===== config.mk =====
export PLATFORM = sky130hd
export DESIGN_NAME = rle_sprite_blitter
export DESIGN_NICKNAME = d
export VERILOG_FILES = /design/src/sv/rsb_pkg.sv /design/src/sv/rsb_front.sv /design/src/sv/rsb_queue.sv /design/src/sv/rsb_back.sv /design/src/sv/rle_sprite_blitter.sv
export SDC_FILE = /design/constraint.sdc
export NUM_CORES = 1
export LEC_CHECK = 0
export BUFFER_PORTS_ARGS = -buffer_cell sky130_fd_sc_hd__buf_2
export CAP_MARGIN = 40
export CORE_ASPECT_RATIO = 1.4
export CORE_MARGIN = 4
export CORE_UTILIZATION = 45
export CTS_CLUSTER_DIAMETER = 100
export DETAILED_ROUTE_END_ITERATION = 8
export PLACE_DENSITY_LB_ADDON = 0.15
export SLEW_MARGIN = 20
export SYNTH_ARGS = -nofsm -noshare
export SYNTH_HDL_FRONTEND = slang
export SYNTH_SLANG_ARGS = --single-unit

===== constraint.sdc =====
create_clock -name clock -period 19.5 [get_ports clock]
set_clock_uncertainty 0.1 [all_clocks]
set_input_delay 2.925 -clock clock [delete_from_list [all_inputs] [get_ports clock]]
set_output_delay 2.925 -clock clock [all_outputs]
set_load 0.03 [all_outputs]

===== src/sv/rsb_pkg.sv =====
// ----------------------------------------------------------------------------
// rsb_pkg
// shared types and constants of the run-length sprite blitter
// ----------------------------------------------------------------------------
package rsb_pkg;

   // framebuffer addresses wrap at 2**ADDR_W bytes
   localparam int ADDR_W = 16;

   // configuration register indexes
   localparam logic [2:0] CSR_BLEND_MODE    = 3'd0;
   localparam logic [2:0] CSR_COLOR_BANK    = 3'd1;
   localparam logic [2:0] CSR_BRIGHTNESS    = 3'd2;
   localparam logic [2:0] CSR_SPRITE_WIDTH  = 3'd3;
   localparam logic [2:0] CSR_SPRITE_HEIGHT = 3'd4;
   localparam logic [2:0] CSR_LINE_PITCH    = 3'd5;
   localparam logic [2:0] CSR_ORIGIN_X      = 3'd6;
   localparam logic [2:0] CSR_ORIGIN_Y      = 3'd7;

   // blend modes
   localparam logic [2:0] MODE_BRIGHT        = 3'd0;
   localparam logic [2:0] MODE_SHADOW        = 3'd1;
   localparam logic [2:0] MODE_DARKEN        = 3'd2;
   localparam logic [2:0] MODE_TRICK         = 3'd3;
   localparam logic [2:0] MODE_MODIFY        = 3'd4;
   localparam logic [2:0] MODE_ADJUST        = 3'd5;
   localparam logic [2:0] MODE_BRIGHT_DARKEN = 3'd6;

   // stream codes
   localparam logic [7:0] CODE_SKIP_RUN = 8'd255;
   localparam logic [7:0] CODE_ROW_END  = 8'd254;
   localparam logic [7:0] CODE_SKIP     = 8'd253;

   // request operations
   localparam logic OP_START = 1'b0;
   localparam logic OP_CODE  = 1'b1;

   typedef struct packed {
      logic       op;
      logic [7:0] code_byte;
      logic [7:0] under_pixel;
      logic [7:0] diagonal_pixel;
   } req_type;

   typedef struct packed {
      logic              write_enable;
      logic [ADDR_W-1:0] write_address;
      logic [7:0]        write_value;
      logic              extra_write_enable;
      logic [ADDR_W-1:0] extra_write_address;
      logic [7:0]        extra_write_value;
      logic [ADDR_W-1:0] cursor_address;
      logic              done_res;
   } rsp_type;

   typedef struct packed {
      logic [2:0]  blend_mode;
      logic [3:0]  color_bank;
      logic [7:0]  brightness;
      logic [9:0]  sprite_width;
      logic [9:0]  sprite_height;
      logic [11:0] line_pitch;
      logic [11:0] origin_x;
      logic [11:0] origin_y;
   } cfg_type;

   // decoded work passed from front to back
   typedef struct packed {
      logic              pixel;
      logic [ADDR_W-1:0] pixel_address;
      logic [7:0]        code_byte;
      logic [7:0]        under_pixel;
      logic [7:0]        diagonal_pixel;
      logic [ADDR_W-1:0] cursor_address;
      logic              done;
   } cmd_type;

endpackage


===== src/sv/rsb_front.sv =====
// ----------------------------------------------------------------------------
// rsb_front
// stream decoder: cursor, row and skip tracking; while accept is high, one code byte per cycle
// ----------------------------------------------------------------------------
module rsb_front import rsb_pkg::*; (
   input  logic    clock,
   input  logic    reset,
   input  cfg_type cfg,
   input  logic    accept,
   input  req_type req,
   output cmd_type cmd
);

   logic              pending_ff, pending_in;
   logic              finished_ff, finished_in;
   logic [15:0]       column_ff, column_in;
   logic [9:0]        row_ff, row_in;
   logic [ADDR_W-1:0] row_base_ff, row_base_in;
   logic [ADDR_W-1:0] cursor_ff, cursor_in;

   logic [23:0]       start_product;
   logic [ADDR_W-1:0] start_base;
   logic [ADDR_W-1:0] pitch_ext;
   logic [15:0]       column_step;
   logic [ADDR_W-1:0] cursor_step;
   logic              row_end_code;
   logic              width_test;
   logic              width_hit;

   assign start_product = cfg.origin_y * cfg.line_pitch;
   assign start_base    = ADDR_W'(start_product + 24'(cfg.origin_x));
   assign pitch_ext     = ADDR_W'(cfg.line_pitch);

   always_comb begin
      pending_in   = pending_ff;
      finished_in  = finished_ff;
      column_in    = column_ff;
      row_in       = row_ff;
      row_base_in  = row_base_ff;
      cursor_in    = cursor_ff;
      column_step  = column_ff;
      cursor_step  = cursor_ff;
      row_end_code = 1'b0;
      width_test   = 1'b1;
      width_hit    = 1'b0;

      cmd.pixel          = 1'b0;
      cmd.pixel_address  = cursor_ff;
      cmd.code_byte      = req.code_byte;
      cmd.under_pixel    = req.under_pixel;
      cmd.diagonal_pixel = req.diagonal_pixel;

      if (req.op == OP_START) begin
         row_base_in = start_base;
         cursor_in   = start_base;
         column_in   = '0;
         row_in      = '0;
         pending_in  = 1'b0;
         finished_in = (cfg.sprite_height == '0);
      end else if (!finished_ff) begin
         if (pending_ff) begin
            column_step = column_ff + 16'(req.code_byte);
            cursor_step = cursor_ff + ADDR_W'(req.code_byte);
            pending_in  = 1'b0;
         end else if (req.code_byte == CODE_SKIP_RUN) begin
            pending_in = 1'b1;
            width_test = 1'b0;
         end else if (req.code_byte == CODE_ROW_END) begin
            row_end_code = 1'b1;
            column_step  = '0;
         end else begin
            // plain skip and pixel both advance one column
            cmd.pixel   = (req.code_byte != CODE_SKIP);
            column_step = column_ff + 16'd1;
            cursor_step = cursor_ff + ADDR_W'(1);
         end

         width_hit = width_test && (column_step == 16'(cfg.sprite_width));

         column_in = column_step;
         cursor_in = cursor_step;
         // row end code and width hit may both fire on a zero width
         if (row_end_code && width_hit) begin
            row_base_in = row_base_ff + (pitch_ext << 1);
            row_in      = row_ff + 10'd2;
         end else if (row_end_code || width_hit) begin
            row_base_in = row_base_ff + pitch_ext;
            row_in      = row_ff + 10'd1;
         end
         if (row_end_code || width_hit) begin
            column_in = '0;
            cursor_in = row_base_in;
         end
         if (row_in >= cfg.sprite_height) begin
            finished_in = 1'b1;
         end
      end

      cmd.cursor_address = cursor_in;
      cmd.done           = finished_in;
   end

   always_ff @(posedge clock) begin
      if (reset) begin
         pending_ff  <= 1'b0;
         finished_ff <= 1'b1;
         column_ff   <= '0;
         row_ff      <= '0;
         row_base_ff <= '0;
         cursor_ff   <= '0;
      end else if (accept) begin
         pending_ff  <= pending_in;
         finished_ff <= finished_in;
         column_ff   <= column_in;
         row_ff      <= row_in;
         row_base_ff <= row_base_in;
         cursor_ff   <= cursor_in;
      end
   end

endmodule


===== src/sv/rsb_queue.sv =====
// ----------------------------------------------------------------------------
// rsb_queue
// two-entry command queue between decoder and blend stage
// ----------------------------------------------------------------------------
module rsb_queue import rsb_pkg::*; (
   input  logic    clock,
   input  logic    reset,
   input  logic    push,
   input  cmd_type push_data,
   input  logic    pop,
   output cmd_type pop_data,
   output logic    empty,
   output logic    full
);

   cmd_type    entry_ff [2];
   logic       wr_ptr_ff, wr_ptr_in;
   logic       rd_ptr_ff, rd_ptr_in;
   logic [1:0] count_ff, count_in;

   assign empty    = (count_ff == 2'd0);
   assign full     = (count_ff == 2'd2);
   assign pop_data = entry_ff[rd_ptr_ff];

   always_comb begin
      wr_ptr_in = push ? ~wr_ptr_ff : wr_ptr_ff;
      rd_ptr_in = pop ? ~rd_ptr_ff : rd_ptr_ff;
      count_in  = count_ff + 2'(push) - 2'(pop);
   end

   always_ff @(posedge clock) begin
      if (push) begin
         entry_ff[wr_ptr_ff] <= push_data;
      end
   end

   always_ff @(posedge clock) begin
      if (reset) begin
         wr_ptr_ff <= 1'b0;
         rd_ptr_ff <= 1'b0;
         count_ff  <= '0;
      end else begin
         wr_ptr_ff <= wr_ptr_in;
         rd_ptr_ff <= rd_ptr_in;
         count_ff  <= count_in;
      end
   end

endmodule


===== src/sv/rsb_back.sv =====
// ----------------------------------------------------------------------------
// rsb_back
// blend stage with registered result beat
// ----------------------------------------------------------------------------
module rsb_back import rsb_pkg::*; (
   input  logic    clock,
   input  logic    reset,
   input  cfg_type cfg,
   input  logic    cmd_valid,
   input  cmd_type cmd,
   output logic    cmd_pop,
   output logic    rsp_valid,
   input  logic    rsp_stall,
   output rsp_type rsp_payload
);

   logic    rsp_valid_ff, rsp_valid_in;
   rsp_type rsp_payload_ff, rsp_payload_in;

   logic [7:0]        bank;
   logic [7:0]        bright;
   logic [7:0]        clamp_sum;
   logic [3:0]        clamp;
   logic [7:0]        value;
   logic [ADDR_W-1:0] extra_address;
   logic [7:0]        extra_source;

   function automatic logic [7:0] darken(input logic [7:0] v);
      return {v[7:4], 1'b0, v[3:1]};
   endfunction

   assign cmd_pop = cmd_valid && (!rsp_valid_ff || !rsp_stall);

   always_comb begin
      bank      = {cfg.color_bank, 4'h0};
      bright    = ({4'h0, cmd.code_byte[3:0]} | bank) + cfg.brightness;
      clamp_sum = {4'h0, cmd.code_byte[3:0]} + cfg.brightness;
      if (clamp_sum >= 8'h1f) begin
         clamp = 4'h0;
      end else if (clamp_sum >= 8'h0f) begin
         clamp = 4'hf;
      end else begin
         clamp = clamp_sum[3:0];
      end

      unique case (cfg.blend_mode)
         MODE_SHADOW: value = 8'h00;
         MODE_DARKEN: value = darken(cmd.under_pixel);
         MODE_TRICK:  value = ({5'h0, cmd.under_pixel[3:1]} | {cmd.code_byte[7:4], 4'h0})
                              + {5'h0, cmd.code_byte[3:1]};
         MODE_MODIFY: value = ({5'h0, cmd.under_pixel[3:1]} | bank) + {5'h0, clamp[3:1]};
         MODE_ADJUST: value = {4'h0, clamp} | bank;
         default:     value = bright;
      endcase

      extra_address = cmd.pixel_address + ADDR_W'(1) + ADDR_W'(cfg.line_pitch);
      extra_source  = (extra_address == cmd.pixel_address) ? value : cmd.diagonal_pixel;

      rsp_payload_in                     = '0;
      rsp_payload_in.cursor_address      = cmd.cursor_address;
      rsp_payload_in.done_res            = cmd.done;
      if (cmd.pixel) begin
         rsp_payload_in.write_enable  = 1'b1;
         rsp_payload_in.write_address = cmd.pixel_address;
         rsp_payload_in.write_value   = value;
         if (cfg.blend_mode == MODE_BRIGHT_DARKEN) begin
            rsp_payload_in.extra_write_enable  = 1'b1;
            rsp_payload_in.extra_write_address = extra_address;
            rsp_payload_in.extra_write_value   = darken(extra_source);
         end
      end

      rsp_valid_in = cmd_pop || (rsp_valid_ff && rsp_stall);
   end

   always_ff @(posedge clock) begin
      if (reset) begin
         rsp_valid_ff <= 1'b0;
      end else begin
         rsp_valid_ff <= rsp_valid_in;
      end
   end

   always_ff @(posedge clock) begin
      if (cmd_pop) begin
         rsp_payload_ff <= rsp_payload_in;
      end
   end

   assign rsp_valid   = rsp_valid_ff;
   assign rsp_payload = rsp_payload_ff;

endmodule


===== src/sv/rle_sprite_blitter.sv =====
// ----------------------------------------------------------------------------
// rle_sprite_blitter
// run-length sprite decoder producing blended framebuffer writes
// ----------------------------------------------------------------------------
//  channel  ports                            direction  beat
//  req      req_valid req_stall req_payload  in         start or one code byte
//  rsp      rsp_valid rsp_stall rsp_payload  out        writes, cursor, done flag
//  csr      csr_valid csr_ready csr_index    in         one register write
//           csr_data
//
//  one request beat per cycle while req_stall is low; each beat gives exactly one response
//  each beat is registered in the queue, then blended into the output register
//  the decoder loop (column, row base, cursor) is registered on each accepted beat
//  synchronous active-high reset sets decoder state, queue and config registers to defaults
//  req_stall rises only when the two-entry queue is full; rsp_stall holds the
//  output register and backs up into the queue
// ----------------------------------------------------------------------------
module rle_sprite_blitter import rsb_pkg::*; (
   input  logic        clock,
   input  logic        reset,
   // request channel
   input  logic        req_valid,
   output logic        req_stall,
   input  req_type     req_payload,
   // response channel
   output logic        rsp_valid,
   input  logic        rsp_stall,
   output rsp_type     rsp_payload,
   // register write channel
   input  logic        csr_valid,
   output logic        csr_ready,
   input  logic [2:0]  csr_index,
   input  logic [11:0] csr_data
);

   cfg_type cfg_ff, cfg_in;

   logic    req_accept;
   cmd_type front_cmd;
   cmd_type queue_cmd;
   logic    queue_empty;
   logic    queue_full;
   logic    queue_pop;

   // register writes are always taken
   assign csr_ready = 1'b1;

   always_comb begin
      cfg_in = cfg_ff;
      if (csr_valid) begin
         unique case (csr_index)
            CSR_BLEND_MODE:    cfg_in.blend_mode    = csr_data[2:0];
            CSR_COLOR_BANK:    cfg_in.color_bank    = csr_data[3:0];
            CSR_BRIGHTNESS:    cfg_in.brightness    = csr_data[7:0];
            CSR_SPRITE_WIDTH:  cfg_in.sprite_width  = csr_data[9:0];
            CSR_SPRITE_HEIGHT: cfg_in.sprite_height = csr_data[9:0];
            CSR_LINE_PITCH:    cfg_in.line_pitch    = csr_data;
            CSR_ORIGIN_X:      cfg_in.origin_x      = csr_data;
            CSR_ORIGIN_Y:      cfg_in.origin_y      = csr_data;
            default:           cfg_in = cfg_ff;
         endcase
      end
   end

   always_ff @(posedge clock) begin
      if (reset) begin
         cfg_ff.blend_mode    <= MODE_BRIGHT;
         cfg_ff.color_bank    <= '0;
         cfg_ff.brightness    <= '0;
         cfg_ff.sprite_width  <= 10'd1;
         cfg_ff.sprite_height <= 10'd1;
         cfg_ff.line_pitch    <= 12'd320;
         cfg_ff.origin_x      <= '0;
         cfg_ff.origin_y      <= '0;
      end else begin
         cfg_ff <= cfg_in;
      end
   end

   // front takes a beat whenever the queue has room
   assign req_stall  = queue_full;
   assign req_accept = req_valid && !queue_full;

   rsb_front u_front (
      .clock  (clock),
      .reset  (reset),
      .cfg    (cfg_ff),
      .accept (req_accept),
      .req    (req_payload),
      .cmd    (front_cmd)
   );

   rsb_queue u_queue (
      .clock     (clock),
      .reset     (reset),
      .push      (req_accept),
      .push_data (front_cmd),
      .pop       (queue_pop),
      .pop_data  (queue_cmd),
      .empty     (queue_empty),
      .full      (queue_full)
   );

   rsb_back u_back (
      .clock       (clock),
      .reset       (reset),
      .cfg         (cfg_ff),
      .cmd_valid   (!queue_empty),
      .cmd         (queue_cmd),
      .cmd_pop     (queue_pop),
      .rsp_valid   (rsp_valid),
      .rsp_stall   (rsp_stall),
      .rsp_payload (rsp_payload)
   );

endmodule

==> key figures <==
Final layout
  • Share of cells above drive strength 1: 11.16%
  • Final Cell Area: 23720 um^2
  • Ant. Diodes: 0
  • Area growth syn-to-layout: 10.90%
  • Fin nets: 2611
  • Most frequent cells in the layout: nand2_1 (294), nor2_1 (184), edfxtp_1 (178)
  • # fillers: 4420
  • Most common cell after layout, fill and taps aside: nand2_1

Worst setup path
  • WS Path Type: input pin to flip-flop
  • Slowest Stage Delay on Critical Path: 570 ps
  • Crit-path slowest cell: or4_4
  • Crit Path Max Fanout: 12
  • CP most frequent cell: a21o_1
  • Crit. End Element: flip-flop
  • Crit path DAT: 9510 ps
  • Worst Setup Start Kind: input pin
  • Worst EP required: 19810 ps

Yosys
  • Synthesis Warnings: 0
  • Yosys cell types: 83
  • Post-synthesis net count: 2540
  • EDFF count, synth: 178
  • Syn Area/Cell: 9.368 um^2
  • Synth Cell Area: 21390 um^2
  • Ys async rst share: 0%
  • Post-synthesis sequential area ratio: 37.81%
  • Number of synthesized register bits: 315
  • Main flop type after synthesis: edfxtp_1
  • Cells after Synth: 2283

Route
  • WL final: 62000 um
  • Post-route ant nets: 0
  • WL met1: 24860 um
  • Vias/cell: 5.757
  • Vias: 17260
  • DRT iter0 DRCs: 1209
  • Residual DRC: 0
  • Met2 Wirelength: 30590 um
  • Met3 Wirelength: 3128 um
  • Pre-antenna DRT Iters: 5
  • Top Metal Used: met5
  • Drt wl/cell: 20.67 um

Die
  • Initial Util: 45.46%
  • Die extent in y: 266.0 um
  • Full die area: 51130 um^2
  • # IOs: 115
  • Die width: 192.3 um
  • Rows: 94
  • Core ar.: 47050 um^2

Place
  • Pre-CTS WS: 9836 ps
  • Buffers on Ports: 110
  • Detailed placement HPWL: 45300 um
  • Routability cong.: 0.9445
  • Post-DP Area: 22590 um^2

Power and ir drop
  • Overall Power: 2139 uW
  • Maximum vdd drop: 0.08200 mV
  • Lkg Pwr: 0.009588 uW
  • Power per cell area: 90.20 nW/um^2

Clock network
  • CTS tree: done
  • Worst-path clk slew: 60 ps
  • Clk_lat worst skew: 540 ps
  • TritonCTS buffer count: 34
  • Root Driver: clkbuf_16
  • Sinks on Clock Net: 315
  • Setup Buffers After CTS: 0
  • CTS H-tree depth: 2
  • PostCTS Resize Cnt: 0
  • Count of hold-fix buffers inserted at cts: 0
  • Clock Path Buffers: 3

Timing
  • Fmax achieved: 108.7 MHz
  • Hold Vio Cnt, Final: 0
  • Rel. slew slack: 37.79%
  • Unrepaired setup endpoints after global routing: no
  • Final setup vio count: 0
  • Setup WS post-layout: 10300 ps
  • Worst Max-Slew Pin Slew: 925.2 ps
  • Fin. max-slew vios: 0
  • Setup TNS: 0 ps
  • Crit share post-route: 47.18%
  • Fin crit period: 9201 ps
  • Hold slack: 360.1 ps

Global routing
  • GRT Total Usage: 24.03%
  • Initial antenna violation count: 1
  • Total grt overflow: 0
  • First-pass GRT wire length: 96250 um
  • Number of global-route vias before repair: 17130
  • Largest net degree at the start of global routing: 68

Flow run
  • Max_cap viols: 0

Worst hold path
  • HP Class: flip-flop to flip-flop

Status
  • Outcome: finished clean
state kept, by name, indices dropped and copies added (netlist names), named ones only:
name / count
cfg_ff: 71
u_back.rsp_payload: 66
u_back.rsp_valid: 1
u_front.column_ff: 16
u_front.cursor_ff: 16
u_front.finished_ff: 1
u_front.pending_ff: 1
u_front.row_base_ff: 16
u_front.row_ff: 10
u_queue.count_ff: 2
u_queue.entry_ff: 112
u_queue.rd_ptr_ff: 1
u_queue.wr_ptr_ff: 1
where the power goes:
group          leakage [uW]  switching, uW  internal [uW]  total [uW]
sequential          0.00283           44.3            841         885
combinational       0.00625            423            211         634
clock              0.000508            274            347         621
stage by stage:
step,std cells,utilization (%)
finish,2999,50.42
global route,2999,50.42
CTS,2993,50.24
detailed placement,2936,48.01
global placement,2929,47.82
floorplan,2283,-
cells in the mapped netlist (7+ instances only):
cell type / count / area share, %
dfxtp_1: 137 / 13
nand3_1: 39 / 0.91
or3_1: 19 / 0.56
inv_1: 170 / 3.0
mux2_2: 33 / 1.7
o21bai_1: 12 / 0.42
a21o_1: 29 / 1.0
a21oi_1: 166 / 3.9
o22ai_1: 14 / 0.41
or2_2: 9 / 0.26
xnor2_1: 81 / 3.3
a2bb2oi_1: 8 / 0.33
ha_1: 120 / 7.0
nor2b_1: 22 / 0.64
fa_1: 92 / 8.6
a31oi_1: 17 / 0.50
and2_1: 50 / 1.5
a211oi_1: 30 / 1.1
a22oi_1: 17 / 0.60
mux2i_1: 55 / 2.6
nor4_1: 12 / 0.35
a211o_1: 7 / 0.29
nand4_1: 19 / 0.56
o21ai_0: 88 / 2.1
clkbuf_1: 98 / 1.7
edfxtp_1: 178 / 25
nor3_1: 36 / 0.84
a311oi_1: 8 / 0.33
o221ai_1: 9 / 0.37
o311ai_0: 8 / 0.33
nand2_1: 294 / 5.2
o21a_1: 11 / 0.39
nand2b_1: 20 / 0.59
buf_1: 7 / 0.12
and3_1: 19 / 0.56
xor2_1: 41 / 1.7
nor2_1: 185 / 3.2
logic make-up after synthesis:
logic type      Yosys count  synth area share, %
compound gates          499                15.11
xor+xnor                122                4.996
fa+ha+maj               215                15.77
buf+inv                 283                5.084
flops                   315                37.81
mux                      91                4.627
other cells               2              0.03511
simple gates            756                16.56
final cells by class:
class                   count  area, um^2  area share, %
multi-input cells        1685       12260          51.68
clock inverters            18       146.4         0.6172
repair buffers            147       902.1          3.803
well taps                 624       780.7          3.292
inverters                 171       641.9          2.706
flip-flops and latches    315        8090          34.11
clock buffers              39       900.9          3.798
routing by layer:
layer	track usage, %	vias to the layer above
li1	-	8166
met1	29.86	8382
met2	41.45	559
met3	2.805	155
met4	11.55	2
met5	0	-
critical path, delay by kind of cell:
family / cells / cell delay [ps]
multiplexers: 1 / 240
AO/OA/AOI/OAI: 13 / 2340
AND/OR/NAND/NOR: 8 / 2290
adder cells (fa/ha/maj): 3 / 920
buffers and inverters: 4 / 760
worst paths after layout:
check                            start             endpoint  slack (ps)  cells past startpoint
setup / recovery       req_payload[16]  u_front.finished_ff       10300                     29
hold / removal              cfg_ff[14]           cfg_ff[14]         360                      2
setup reg to reg  u_front.column_ff[0]  u_front.finished_ff       12440                     28
hold reg to reg             cfg_ff[14]           cfg_ff[14]         360                      2
Power figures use the tool's default switching activity.
